### src/design/vsrp_pkg.sv
// Package for the video scroll register port.
// Item, result and sprite-store write types, operation and register codes.
// No dependencies.
package vsrp_pkg;

    // Operation codes
    localparam logic [1:0] OP_READ  = 2'd0;
    localparam logic [1:0] OP_WRITE = 2'd1;
    localparam logic [1:0] OP_LINE  = 2'd2;

    // Register offsets from the port base
    localparam logic [2:0] REG_CTRL     = 3'd0;
    localparam logic [2:0] REG_MASK     = 3'd1;
    localparam logic [2:0] REG_STATUS   = 3'd2;
    localparam logic [2:0] REG_OAM_ADDR = 3'd3;
    localparam logic [2:0] REG_OAM_DATA = 3'd4;
    localparam logic [2:0] REG_SCROLL   = 3'd5;
    localparam logic [2:0] REG_ADDR     = 3'd6;
    localparam logic [2:0] REG_DATA     = 3'd7;

    // Scanline events
    localparam logic [8:0] LINE_VBLANK = 9'd241;
    localparam logic [8:0] LINE_PRE    = 9'd261;

    // Vertical scroll bits copied from t to v on the pre-render line
    localparam logic [15:0] VERT_MASK = 16'h7BE0;
    // Upper address bits of the palette page (0x3F00..0x3FFF)
    localparam logic [5:0]  PAL_PAGE  = 6'h3F;

    localparam int unsigned OAM_DEPTH = 256;
    localparam int unsigned PAL_DEPTH = 32;

    typedef struct packed {
        logic [1:0] operation;
        logic [2:0] reg_index;
        logic [7:0] write_data;
        logic [8:0] scanline;
        logic [7:0] external_data;
    } item_t;

    typedef struct packed {
        logic [7:0]  read_data;
        logic        nmi_pending;
        logic        frame_done;
        logic [13:0] vram_address;
        logic        ext_write_enable;
        logic [13:0] ext_write_address;
        logic [7:0]  ext_write_data;
    } result_t;

    typedef struct packed {
        logic       en;
        logic [7:0] addr;
        logic [7:0] data;
    } oam_wr_t;

endpackage

### src/design/vsrp_ram.sv
// Generic single-port-write, single-port-read RAM with registered read data.
// No dependencies.
module vsrp_ram #(
    parameter int unsigned WIDTH = 8,
    parameter int unsigned DEPTH = 256
) (
    input  logic                     aclk,
    input  logic                     we,
    input  logic [$clog2(DEPTH)-1:0] waddr,
    input  logic [WIDTH-1:0]         wdata,
    input  logic [$clog2(DEPTH)-1:0] raddr,
    output logic [WIDTH-1:0]         rdata
);

    logic [WIDTH-1:0] mem [DEPTH];
    logic [WIDTH-1:0] rdata_reg;

    always_ff @(posedge aclk) begin
        if (we) begin
            mem[waddr] <= wdata;
        end
        rdata_reg <= mem[raddr];
    end

    assign rdata = rdata_reg;

endmodule

### src/design/vsrp_oam.sv
// Sprite attribute store: 256-byte RAM plus per-entry valid bits so that
// entries not yet written read as zero. Depends on vsrp_pkg and vsrp_ram.
module vsrp_oam
    import vsrp_pkg::*;
(
    input  logic       aclk,
    input  logic       aresetn,
    input  oam_wr_t    wr,
    input  logic [7:0] raddr,
    output logic [7:0] rdata
);

    logic [OAM_DEPTH-1:0] valid_reg;
    logic                 rd_valid_reg;
    logic [7:0]           ram_q;

    vsrp_ram #(
        .WIDTH(8),
        .DEPTH(OAM_DEPTH)
    ) u_ram (
        .aclk  (aclk),
        .we    (wr.en),
        .waddr (wr.addr),
        .wdata (wr.data),
        .raddr (raddr),
        .rdata (ram_q)
    );

    // Valid bits; the read side samples the bit alongside the RAM data.
    // A write and a read never hit the same entry at the same edge: a data write
    // always moves the sprite address on by one.
    always_ff @(posedge aclk) begin
        if (!aresetn) begin
            valid_reg    <= '0;
            rd_valid_reg <= 1'b0;
        end else begin
            if (wr.en) begin
                valid_reg[wr.addr] <= 1'b1;
            end
            rd_valid_reg <= valid_reg[raddr];
        end
    end

    assign rdata = rd_valid_reg ? ram_q : 8'd0;

endmodule

### src/design/vsrp_regs.sv
// Register state and per-item update logic of the port: control, status,
// scroll/address registers, read buffer and palette. Depends on vsrp_pkg.
module vsrp_regs
    import vsrp_pkg::*;
(
    input  logic       aclk,
    input  logic       aresetn,
    input  logic       fire,          // item in the input register is processed
    input  item_t      item,
    input  logic [7:0] oam_rdata,     // sprite store at the current sprite address
    output result_t    res,
    output oam_wr_t    oam_wr,
    output logic [7:0] oam_raddr      // sprite address the next item will see
);

    logic [7:0]  ctrl_reg,      ctrl_next;
    logic        vblank_reg,    vblank_next;
    logic        nmi_reg,       nmi_next;
    logic        frame_reg,     frame_next;
    logic [7:0]  spr_addr_reg,  spr_addr_next;
    logic [14:0] t_reg,         t_next;
    logic [15:0] v_reg,         v_next;
    logic        toggle_reg,    toggle_next;
    logic [7:0]  rbuf_reg,      rbuf_next;
    logic [7:0]  pal_reg [PAL_DEPTH];

    logic [13:0] v14;
    logic        is_pal;
    logic [4:0]  pal_idx;
    logic [7:0]  pal_rd;
    logic [15:0] v_step;
    logic        pal_we;
    logic [7:0]  d;

    // Address decode for the data port
    always_comb begin
        v14     = v_reg[13:0];
        is_pal  = (v14[13:8] == PAL_PAGE);
        pal_idx = v14[4:0];
        // Sprite backdrop entries mirror the background ones
        if (pal_idx[4] && (pal_idx[1:0] == 2'b00)) begin
            pal_idx[4] = 1'b0;
        end
        pal_rd  = pal_reg[pal_idx];
        v_step  = v_reg + (ctrl_reg[2] ? 16'd32 : 16'd1);
        d       = item.write_data;
    end

    // Next state and result for the item in the input register
    always_comb begin
        ctrl_next     = ctrl_reg;
        vblank_next   = vblank_reg;
        nmi_next      = nmi_reg;
        frame_next    = frame_reg;
        spr_addr_next = spr_addr_reg;
        t_next        = t_reg;
        v_next        = v_reg;
        toggle_next   = toggle_reg;
        rbuf_next     = rbuf_reg;
        pal_we        = 1'b0;
        oam_wr        = '0;
        res           = '0;

        case (item.operation)
            OP_READ: begin
                case (item.reg_index)
                    REG_STATUS: begin
                        res.read_data = {vblank_reg, 7'd0};
                        vblank_next   = 1'b0;
                        toggle_next   = 1'b0;
                    end
                    REG_OAM_DATA: begin
                        res.read_data = oam_rdata;
                    end
                    REG_DATA: begin
                        // Palette reads bypass the buffer
                        if (is_pal) begin
                            rbuf_next     = pal_rd;
                            res.read_data = pal_rd;
                        end else begin
                            rbuf_next     = item.external_data;
                            res.read_data = rbuf_reg;
                        end
                        v_next = v_step;
                    end
                    default: begin
                    end
                endcase
            end
            OP_WRITE: begin
                case (item.reg_index)
                    REG_CTRL: begin
                        ctrl_next = d;
                        // NMI enable rising while in vblank raises the request
                        if (!ctrl_reg[7] && d[7] && vblank_reg) begin
                            nmi_next = 1'b1;
                        end
                        t_next[11:10] = d[1:0];
                    end
                    REG_OAM_ADDR: begin
                        spr_addr_next = d;
                    end
                    REG_OAM_DATA: begin
                        oam_wr.en     = 1'b1;
                        oam_wr.addr   = spr_addr_reg;
                        oam_wr.data   = d;
                        spr_addr_next = spr_addr_reg + 8'd1;
                    end
                    REG_SCROLL: begin
                        if (!toggle_reg) begin
                            t_next[4:0] = d[7:3];
                            toggle_next = 1'b1;
                        end else begin
                            t_next[14:12] = d[2:0];
                            t_next[9:5]   = d[7:3];
                            toggle_next   = 1'b0;
                        end
                    end
                    REG_ADDR: begin
                        if (!toggle_reg) begin
                            t_next[14]   = 1'b0;
                            t_next[13:8] = d[5:0];
                            toggle_next  = 1'b1;
                        end else begin
                            t_next[7:0] = d;
                            v_next      = {1'b0, t_reg[14:8], d};
                            toggle_next = 1'b0;
                        end
                    end
                    REG_DATA: begin
                        if (is_pal) begin
                            pal_we = 1'b1;
                        end else begin
                            res.ext_write_enable  = 1'b1;
                            res.ext_write_address = v14;
                            res.ext_write_data    = d;
                        end
                        v_next = v_step;
                    end
                    default: begin
                        // Mask writes are ignored; status is read-only
                    end
                endcase
            end
            OP_LINE: begin
                if (item.scanline == LINE_VBLANK) begin
                    vblank_next = 1'b1;
                    nmi_next    = 1'b1;
                    frame_next  = 1'b1;
                end else if (item.scanline == LINE_PRE) begin
                    v_next      = (v_reg & ~VERT_MASK) | ({1'b0, t_reg} & VERT_MASK);
                    vblank_next = 1'b0;
                    nmi_next    = 1'b0;
                    frame_next  = 1'b0;
                end
            end
            default: begin
            end
        endcase

        res.nmi_pending    = nmi_next;
        res.frame_done     = frame_next;
        res.vram_address   = v_next[13:0];

        if (!fire) begin
            oam_wr.en = 1'b0;
        end
    end

    assign oam_raddr = fire ? spr_addr_next : spr_addr_reg;

    // State registers
    always_ff @(posedge aclk) begin
        if (!aresetn) begin
            ctrl_reg     <= '0;
            vblank_reg   <= 1'b0;
            nmi_reg      <= 1'b0;
            frame_reg    <= 1'b0;
            spr_addr_reg <= '0;
            t_reg        <= '0;
            v_reg        <= '0;
            toggle_reg   <= 1'b0;
            rbuf_reg     <= '0;
            for (int i = 0; i < PAL_DEPTH; i++) begin
                pal_reg[i] <= '0;
            end
        end else if (fire) begin
            ctrl_reg     <= ctrl_next;
            vblank_reg   <= vblank_next;
            nmi_reg      <= nmi_next;
            frame_reg    <= frame_next;
            spr_addr_reg <= spr_addr_next;
            t_reg        <= t_next;
            v_reg        <= v_next;
            toggle_reg   <= toggle_next;
            rbuf_reg     <= rbuf_next;
            if (pal_we) begin
                pal_reg[pal_idx] <= d;
            end
        end
    end

endmodule

### src/design/video_scroll_register_port_core.sv
// Top level of the video scroll register port.
// Depends on vsrp_pkg, vsrp_regs and vsrp_oam (which uses vsrp_ram).

// Each item (register read, register write or scanline event) is captured in
// an input register, processed by the register logic and placed in a result
// register: one result per item, at one item per clock while m_ready is high.
// m_valid rises once the item moves from the input to the result register.
// An empty input register takes a new item while a result waits on m_ready.
// Sprite store reads come from a 256-entry RAM with registered read data at
// the address the next item will see; entries never written read as zero.
// Data-port writes outside the palette page appear on the ext_write outputs;
// data-port reads expect s_external_data to hold the byte at the
// m_vram_address reported by the previous item. No clearing pass after reset.
module video_scroll_register_port_core
    import vsrp_pkg::*;
(
    input  logic        aclk,
    input  logic        aresetn,

    input  logic        s_valid,
    output logic        s_ready,
    input  logic [1:0]  s_operation,
    input  logic [2:0]  s_reg_index,
    input  logic [7:0]  s_write_data,
    input  logic [8:0]  s_scanline,
    input  logic [7:0]  s_external_data,

    output logic        m_valid,
    input  logic        m_ready,
    output logic [7:0]  m_read_data,
    output logic        m_nmi_pending,
    output logic        m_frame_done,
    output logic [13:0] m_vram_address,
    output logic        m_ext_write_enable,
    output logic [13:0] m_ext_write_address,
    output logic [7:0]  m_ext_write_data
);

    item_t   item_reg;
    logic    in_vld_reg;
    result_t res_reg;
    logic    out_vld_reg;

    logic    fire;
    result_t res;
    oam_wr_t oam_wr;
    logic [7:0] oam_raddr;
    logic [7:0] oam_rdata;

    // Pipeline control
    assign fire    = in_vld_reg && (!out_vld_reg || m_ready);
    assign s_ready = !in_vld_reg || fire;

    // Input register
    always_ff @(posedge aclk) begin
        if (!aresetn) begin
            in_vld_reg <= 1'b0;
        end else if (s_ready) begin
            in_vld_reg <= s_valid;
        end
    end

    always_ff @(posedge aclk) begin
        if (s_valid && s_ready) begin
            item_reg.operation     <= s_operation;
            item_reg.reg_index     <= s_reg_index;
            item_reg.write_data    <= s_write_data;
            item_reg.scanline      <= s_scanline;
            item_reg.external_data <= s_external_data;
        end
    end

    vsrp_regs u_regs (
        .aclk      (aclk),
        .aresetn   (aresetn),
        .fire      (fire),
        .item      (item_reg),
        .oam_rdata (oam_rdata),
        .res       (res),
        .oam_wr    (oam_wr),
        .oam_raddr (oam_raddr)
    );

    vsrp_oam u_oam (
        .aclk    (aclk),
        .aresetn (aresetn),
        .wr      (oam_wr),
        .raddr   (oam_raddr),
        .rdata   (oam_rdata)
    );

    // Result register
    always_ff @(posedge aclk) begin
        if (!aresetn) begin
            out_vld_reg <= 1'b0;
        end else if (fire) begin
            out_vld_reg <= 1'b1;
        end else if (m_ready) begin
            out_vld_reg <= 1'b0;
        end
    end

    always_ff @(posedge aclk) begin
        if (fire) begin
            res_reg <= res;
        end
    end

    assign m_valid             = out_vld_reg;
    assign m_read_data         = res_reg.read_data;
    assign m_nmi_pending       = res_reg.nmi_pending;
    assign m_frame_done        = res_reg.frame_done;
    assign m_vram_address      = res_reg.vram_address;
    assign m_ext_write_enable  = res_reg.ext_write_enable;
    assign m_ext_write_address = res_reg.ext_write_address;
    assign m_ext_write_data    = res_reg.ext_write_data;

    // External write fields are zero unless a write is flagged
    a_ext_idle_zero: assert property (@(posedge aclk) disable iff (!aresetn)
        (m_valid && !m_ext_write_enable) |->
            (m_ext_write_address == 14'd0) && (m_ext_write_data == 8'd0))
        else $error("ext write fields nonzero without enable");

    // External writes never land in the palette page
    a_ext_not_pal: assert property (@(posedge aclk) disable iff (!aresetn)
        (m_valid && m_ext_write_enable) |-> (m_ext_write_address[13:8] != PAL_PAGE))
        else $error("external write inside palette page");

    // Frame flag set only together with NMI and cleared together with it
    a_frame_nmi: assert property (@(posedge aclk) disable iff (!aresetn)
        (m_valid && m_frame_done) |-> m_nmi_pending)
        else $error("frame done without pending NMI");

    // A stalled item stays in the input register
    a_hold_item: assert property (@(posedge aclk) disable iff (!aresetn)
        (in_vld_reg && !fire) |=> in_vld_reg)
        else $error("input item dropped while stalled");

endmodule

### config.mk
export PLATFORM = sky130hd
export DESIGN_NAME = video_scroll_register_port_core
export DESIGN_NICKNAME = d
export VERILOG_FILES = /design/src/design/vsrp_pkg.sv /design/src/design/vsrp_ram.sv /design/src/design/vsrp_oam.sv /design/src/design/vsrp_regs.sv /design/src/design/video_scroll_register_port_core.sv
export SDC_FILE = /design/constraint.sdc
export NUM_CORES = 2
export LEC_CHECK = 0
export ABC_AREA = 1
export BUFFER_PORTS_ARGS = -buffer_cell sky130_fd_sc_hd__buf_2
export CAP_MARGIN = 40
export CORE_MARGIN = 2
export CORE_UTILIZATION = 41
export DETAILED_ROUTE_END_ITERATION = 10
export PLACE_DENSITY = 0.58
export SLEW_MARGIN = 20
export SYNTH_ARGS = -nofsm -noshare
export SYNTH_HDL_FRONTEND = slang
export SYNTH_SLANG_ARGS = --single-unit
### constraint.sdc
create_clock -name aclk -period 22.8 [get_ports aclk]
set_clock_uncertainty 0.15 [all_clocks]
set_input_delay 2.28 -clock aclk [delete_from_list [all_inputs] [get_ports aclk]]
set_output_delay 2.28 -clock aclk [all_outputs]
set_load 0.03 [all_outputs]
Word-level counts from Yosys, hierarchy flattened. Memories as Yosys holds them, arrays and structs flattened. A register that Yosys moved wholly into a read port is not among the register bits. Index checks and enable logic that the tools add are counted.

Multiply operators: 0. Muxes and demuxes: 61. Reductions and logical operators: 32. Eq/ne operators: 22. Add/subtract/negate cells: 2. Shifts and indexed selects: 0. Divide/modulo/power cells: 0. Bitwise logic cells: 4. Order comparisons: 3.

Operators by type and width (count): $or A256 B256 Y256 (1); $mux W16 (4); $mux W8 (7); $pmux W16 S3 (1); $mux W17 (2); $pmux W16 S2 (1); $mux W1 (29); $pmux W8 S3 (1); $mux W23 (1); $pmux W10 S2 (1); $lt A8 B9 Y1 const B (2); $add A16 B16 Y16 (1); $or A16 B15 Y16 (1); $pmux W8 S2 (1); $mux W5 (3); $eq A3 B3 Y1 const B (4); $reduce_and A4 Y1 (3); $reduce_and A5 Y1 (2); $reduce_bool A2 Y1 (5); $eq A9 B8 Y1 const B (1); $eq A9 B9 Y1 const B (1); $add A8 B1 Y8 const B (1); $bmux W1 S8 (1); $demux W1 S8 (1); 28 further kinds (49).

Memories: 2. Word-level logic and storage cells: 154. Bits in read-only memories: 0. Register bits: 390. Input bits: 34. Memory bits (writable): 2304. Latch bits: 0. Output and inout port bits: 49.

Memories: u_oam.u_ram.mem (words 256, width 8, read ports 1, clocked after Yosys merged registers in 1, write ports 1, line vsrp_ram.sv:15) `logic [WIDTH-1:0] mem [DEPTH];`; u_regs.pal_reg (words 32, width 8, read ports 1, clocked after Yosys merged registers in 0, write ports 32, line vsrp_regs.sv:25) `logic [7:0] pal_reg [PAL_DEPTH];`.

Longest topological paths before layout.
Depth in word-level cells: 10. Mapped depth: 21. Depth with buffers taken out: 18.

Modules after synthesis. Synthesis repeated with hierarchy kept, for this count alone.

Cell total of the unflattened synthesis: 10431. Area, all modules: 110606.1 µm².

Modules (own cells, without submodules): vsrp_ram (instances 1, cells an instance 7003, seq. area each 61659.1 µm², area each 83396.2 µm²); vsrp_regs (instances 1, cells an instance 1828, seq. area each 7627.3 µm², area each 14116.0 µm²); vsrp_oam (instances 1, cells an instance 1510, seq. area each 5144.9 µm², area each 10686.5 µm²); video_scroll_register_port_core (instances 1, cells an instance 90, seq. area each 2352.3 µm², area each 2407.3 µm²).

Worst setup path before layout. No wires, ideal clock.

Kind: register to register. Start: reg item_reg[29] in the netlist's numbering. End: mem u_oam.u_ram.mem[0][0] (data pin). Period minus slack after synthesis: 8.674 ns. Buffers on the path: 2. Setup slack: 14.126 ns. Required time: 21.257 ns. Library setup time: 1.393 ns. Stages on the path, launching flop included: 9. Arrival time: 7.131 ns. Cells stage by stage: edfxtp_1 > inv_1 > ha_1 > buf_2 > inv_2 > nor2_1 > inv_1 > buf_1 > nor2_1.

RTL lines: from (decl) (line video_scroll_register_port_core.sv:39) `item_t item_reg;`; to (decl) (line vsrp_ram.sv:15).

Worst setup path in the final report.
Start: in m_ready. End: reg u_oam.u_ram.rdata_reg[7], in the netlist u_oam.u_ram.rdata[7] (read register of u_oam.u_ram.mem).

Longest elaborated chain between the ends: 3.

Ends and longest elaborated chain: from (decl) (line video_scroll_register_port_core.sv:29) `input logic m_ready,`; $logic_or A1 B1 Y1 (line video_scroll_register_port_core.sv:51) `assign fire = in_vld_reg && (!out_vld_reg || m_ready);`; $logic_and A1 B1 Y1 (line video_scroll_register_port_core.sv:51); $mux W8 (line vsrp_regs.sv:170) `assign oam_raddr = fire ? spr_addr_next : spr_addr_reg;`; to (decl) (line vsrp_ram.sv:16) `logic [WIDTH-1:0] rdata_reg;`.

No other way between the ends. A chain may end at the register's enable or synchronous reset.

==> metrics.txt <==
post-synthesis xor/xnor area fraction=0%; Yosys top cell area share=62.37%; register area share after synthesis=67.90%; Longest Clk Path Bufs=4; Worst Path Buf+Inv=12; Post-DRT Antenna Nets=0; Crit Path Class=input port to register; setup bufs post-CTS=0; CTS sink count=2661; status=completed; Power Dens Cells=79.90 nW/µm²; max reg flops=2048; distinct cell type count after synthesis=45; CP max stage delay=0.71 ns; Vias=80230; Iter 0 DRT Violations=10030; final slew viol count=0; latest clock arrival within the worst-skew pair=0.87 ns; simple-gate portion of the synthesized area=22.47%; Achievable Freq=0.1169 GHz; first-pass GRT wire length=499.8 mm; syn avg cell area=10.53 µm²; number of top-level pins=83; final core utilization=46.68%; crit path launch type=input port; Final setup viols=0; number of CTS-inserted buffers=292; type of the most critical hold path=register to register; RSZ-0062 raised after global routing=false; Initial DRT Pass Iterations=6; crit-path max FO=88; Final Total Pwr=10.22 mW; Hold Buf Count CTS=0; max_slew headroom=28.61%; Synth Area in Adders=0.08851%; Tmin final=8.552 ns; largest family of logic cells by synthesized area=simple AND/OR/NAND/NOR gates; final hold slack=0.3159 ns; Synth Warn #=0; die area=280000 µm²; worst setup margin=14.25 ns; r2r startpoint=item_reg[29]; peak supply drop=0.05648 mV; fraction of registers with async set/reset=0%; leakage power=47.44 nW; Setup TNS Final=0 ns; area leader, netlist=edfxtp_1; max cap viols=0; # DRC=0; initial antenna violation count=13; core area=274100 µm²; Required @ worst endpoint=23.36 ns; slowest CP cell=buf_4; Vias/cell=5.462; Yosys reg bits=2661; CP arrival=9.11 ns; mux contribution to synthesized area=0%; top_reg_cell synth=edfxtp_1; gr usage total=23.56%; Cells on Worst Hold Path=2; Layout area overhead=13.15%; Initial Utilization=41.26%; Worst Tran Pin Value=1.071 ns; crit-path leading delay family=buffers and inverters; final wirelength=337.4 mm; FF-to-FF path depth=24; GP Congestion=0.8904; row count=192; die height=529.2 µm; PortBufs=82; final-stage net count=10810; compound-cell area share of the yosys netlist=3.782%; WL/cell=22.97 µm; cell count after synthesis=10740; synth top area cells=edfxtp_1, nand2_1, nand3_1; number of synthesized flops with an enable pin=2349; Worst-path clk slew=0.06 ns; Final Hold Violating Endpoints=0; Mapped Area=113100 µm²; r2r setup slk=14.96 ns; TritonCTS clock tree=built; fin crit share=37.51%; hold path startpoint=u_oam.valid_reg[249]; clock root cell=clkbuf_16; vias in the first global route=76020; Synth Net Count=10780; Resize count post-CTS=0; total gr overflow=0; Place WS=12.98 ns; largest net degree at the start of global routing=214; CTS H-tree depth=5; end of the worst hold path=u_oam.valid_reg[249]; endpoint class of the critical path=register; DP HPWL=193.7 mm; chip width=529.2 µm; R2R Path End=u_oam.u_ram.rdata[7]; layout cell share with drive strength beyond 1=8.136%
==> synthesized netlist by cell type, types with 5 or more instances <==
cell type and count:
ha_1 8, clkbuf_1 310, o21ai_1 14, nand3b_1 342, buf_2 330, nor3_1 23, clkinv_1 6, a22oi_1 97
a21oi_1 57, o211ai_1 235, o311ai_0 5, buf_4 14, nand2_2 5, dfxtp_1 312, nor2_1 1134, buf_1 37
a31oi_1 13, nand2_1 2490, a221oi_1 5, edfxtp_1 2349, inv_2 10, nand4_1 17, nand3_1 1775, o22ai_1 5
inv_1 901, o21ai_0 215
==> through the flow <==
step                std cells  area [µm²]
detailed placement      14070      117900
floorplan               10740      113100
global placement        13940      116300
global route            14690      128000
CTS                     14600      127000
finish                  14690      128000
==> placed cells by master (no fill, tap or decap), types with 12 or more instances in the layout <==
| master | instances |
|---|---|
| nand2_1 | 2487 |
| edfxtp_1 | 2349 |
| nand3_1 | 1770 |
| nor2_1 | 1118 |
| inv_1 | 890 |
| nand3b_1 | 342 |
| dfxtp_1 | 312 |
| clkbuf_16 | 303 |
| buf_4 | 281 |
| o211ai_1 | 235 |
| o21ai_0 | 215 |
| a22oi_1 | 97 |
| buf_2 | 83 |
| clkbuf_1 | 76 |
| a21oi_1 | 57 |
| clkinv_1 | 53 |
| clkinv_2 | 40 |
| buf_16 | 29 |
| clkbuf_8 | 25 |
| buf_12 | 23 |
| nor3_1 | 22 |
| nand4_1 | 17 |
| inv_2 | 16 |
| o21ai_1 | 13 |
| a31oi_1 | 12 |
==> cell families (layout without fill, tap and decap cells) <==
family,after synthesis,in the layout
and+or+nand+nor,5801,5801
buffers and inverters,1609,1869
AOI/OAI and AO/OA,662,662
DFF,2661,2661
other,0,2
adders and majority gates,8,8
==> final cells by class <==
class	count	area, µm²
tap	3686	4612
clock buffer	404	8212
fill	25030	146100
antenna	2	5.005
inverter	917	3471
multi-input combinational	6471	30020
clock inverter	122	955.9
timing repair buffer	426	3904
sequential	2661	76780
==> power breakdown <==
group,total [mW],internal [mW],switching [mW]
combinational,0.352,0.0817,0.271
clock,4.58,2.65,1.93
sequential,5.29,5.27,0.0191
==> metal layers <==
| metal | vias to the layer above | global-route usage [%] | share of wire [%] |
|---|---|---|---|
| met5 | - | 0 | 0.015 |
| met4 | 8 | 8.104 | 3.5 |
| met3 | 617 | 4.112 | 8.8 |
| met2 | 3611 | 36.61 | 45 |
| met1 | 39260 | 33.28 | 42 |
| li1 | 36730 | - | - |
==> how the worst max path moves through the flow <==
stage                  from                    end  slack (ns)  depth (start not counted)
2_1_floorplan  item_reg[29]  u_oam.u_ram.mem[0][0]       14.13                          8
3_3_place_gp        m_ready   u_oam.u_ram.rdata[7]       11.91                         24
3_5_place_dp        m_ready   u_oam.u_ram.rdata[7]       12.98                         26
4_1_cts             m_ready   u_oam.u_ram.rdata[7]       13.86                         26
5_1_grt             m_ready   u_oam.u_ram.rdata[7]       13.82                         26
6_report            m_ready   u_oam.u_ram.rdata[7]       14.25                         26
==> worst register-to-register path, cell delays in order (launching register included) <==
cell and delay (ns):
edfxtp_1 0.42, inv_1 0.12, ha_1 0.44, inv_2 0.20
nor2_2 0.40, nand2_8 0.43, nand2_8 0.64, buf_4 0.42
buf_16 0.33, buf_4 0.75, buf_4 0.40, buf_4 0.36
buf_16 0.32, buf_4 0.45, buf_4 0.39, buf_16 0.32
nand2_1 0.15, nand3_1 0.08, nand3_1 0.11, nand3_1 0.13
nand3_1 0.18, nand3_1 0.26, nand3_1 0.10, nand3_1 0.08
nand2_1 0.07
Note: power is estimated with default switching activity, not from simulation.
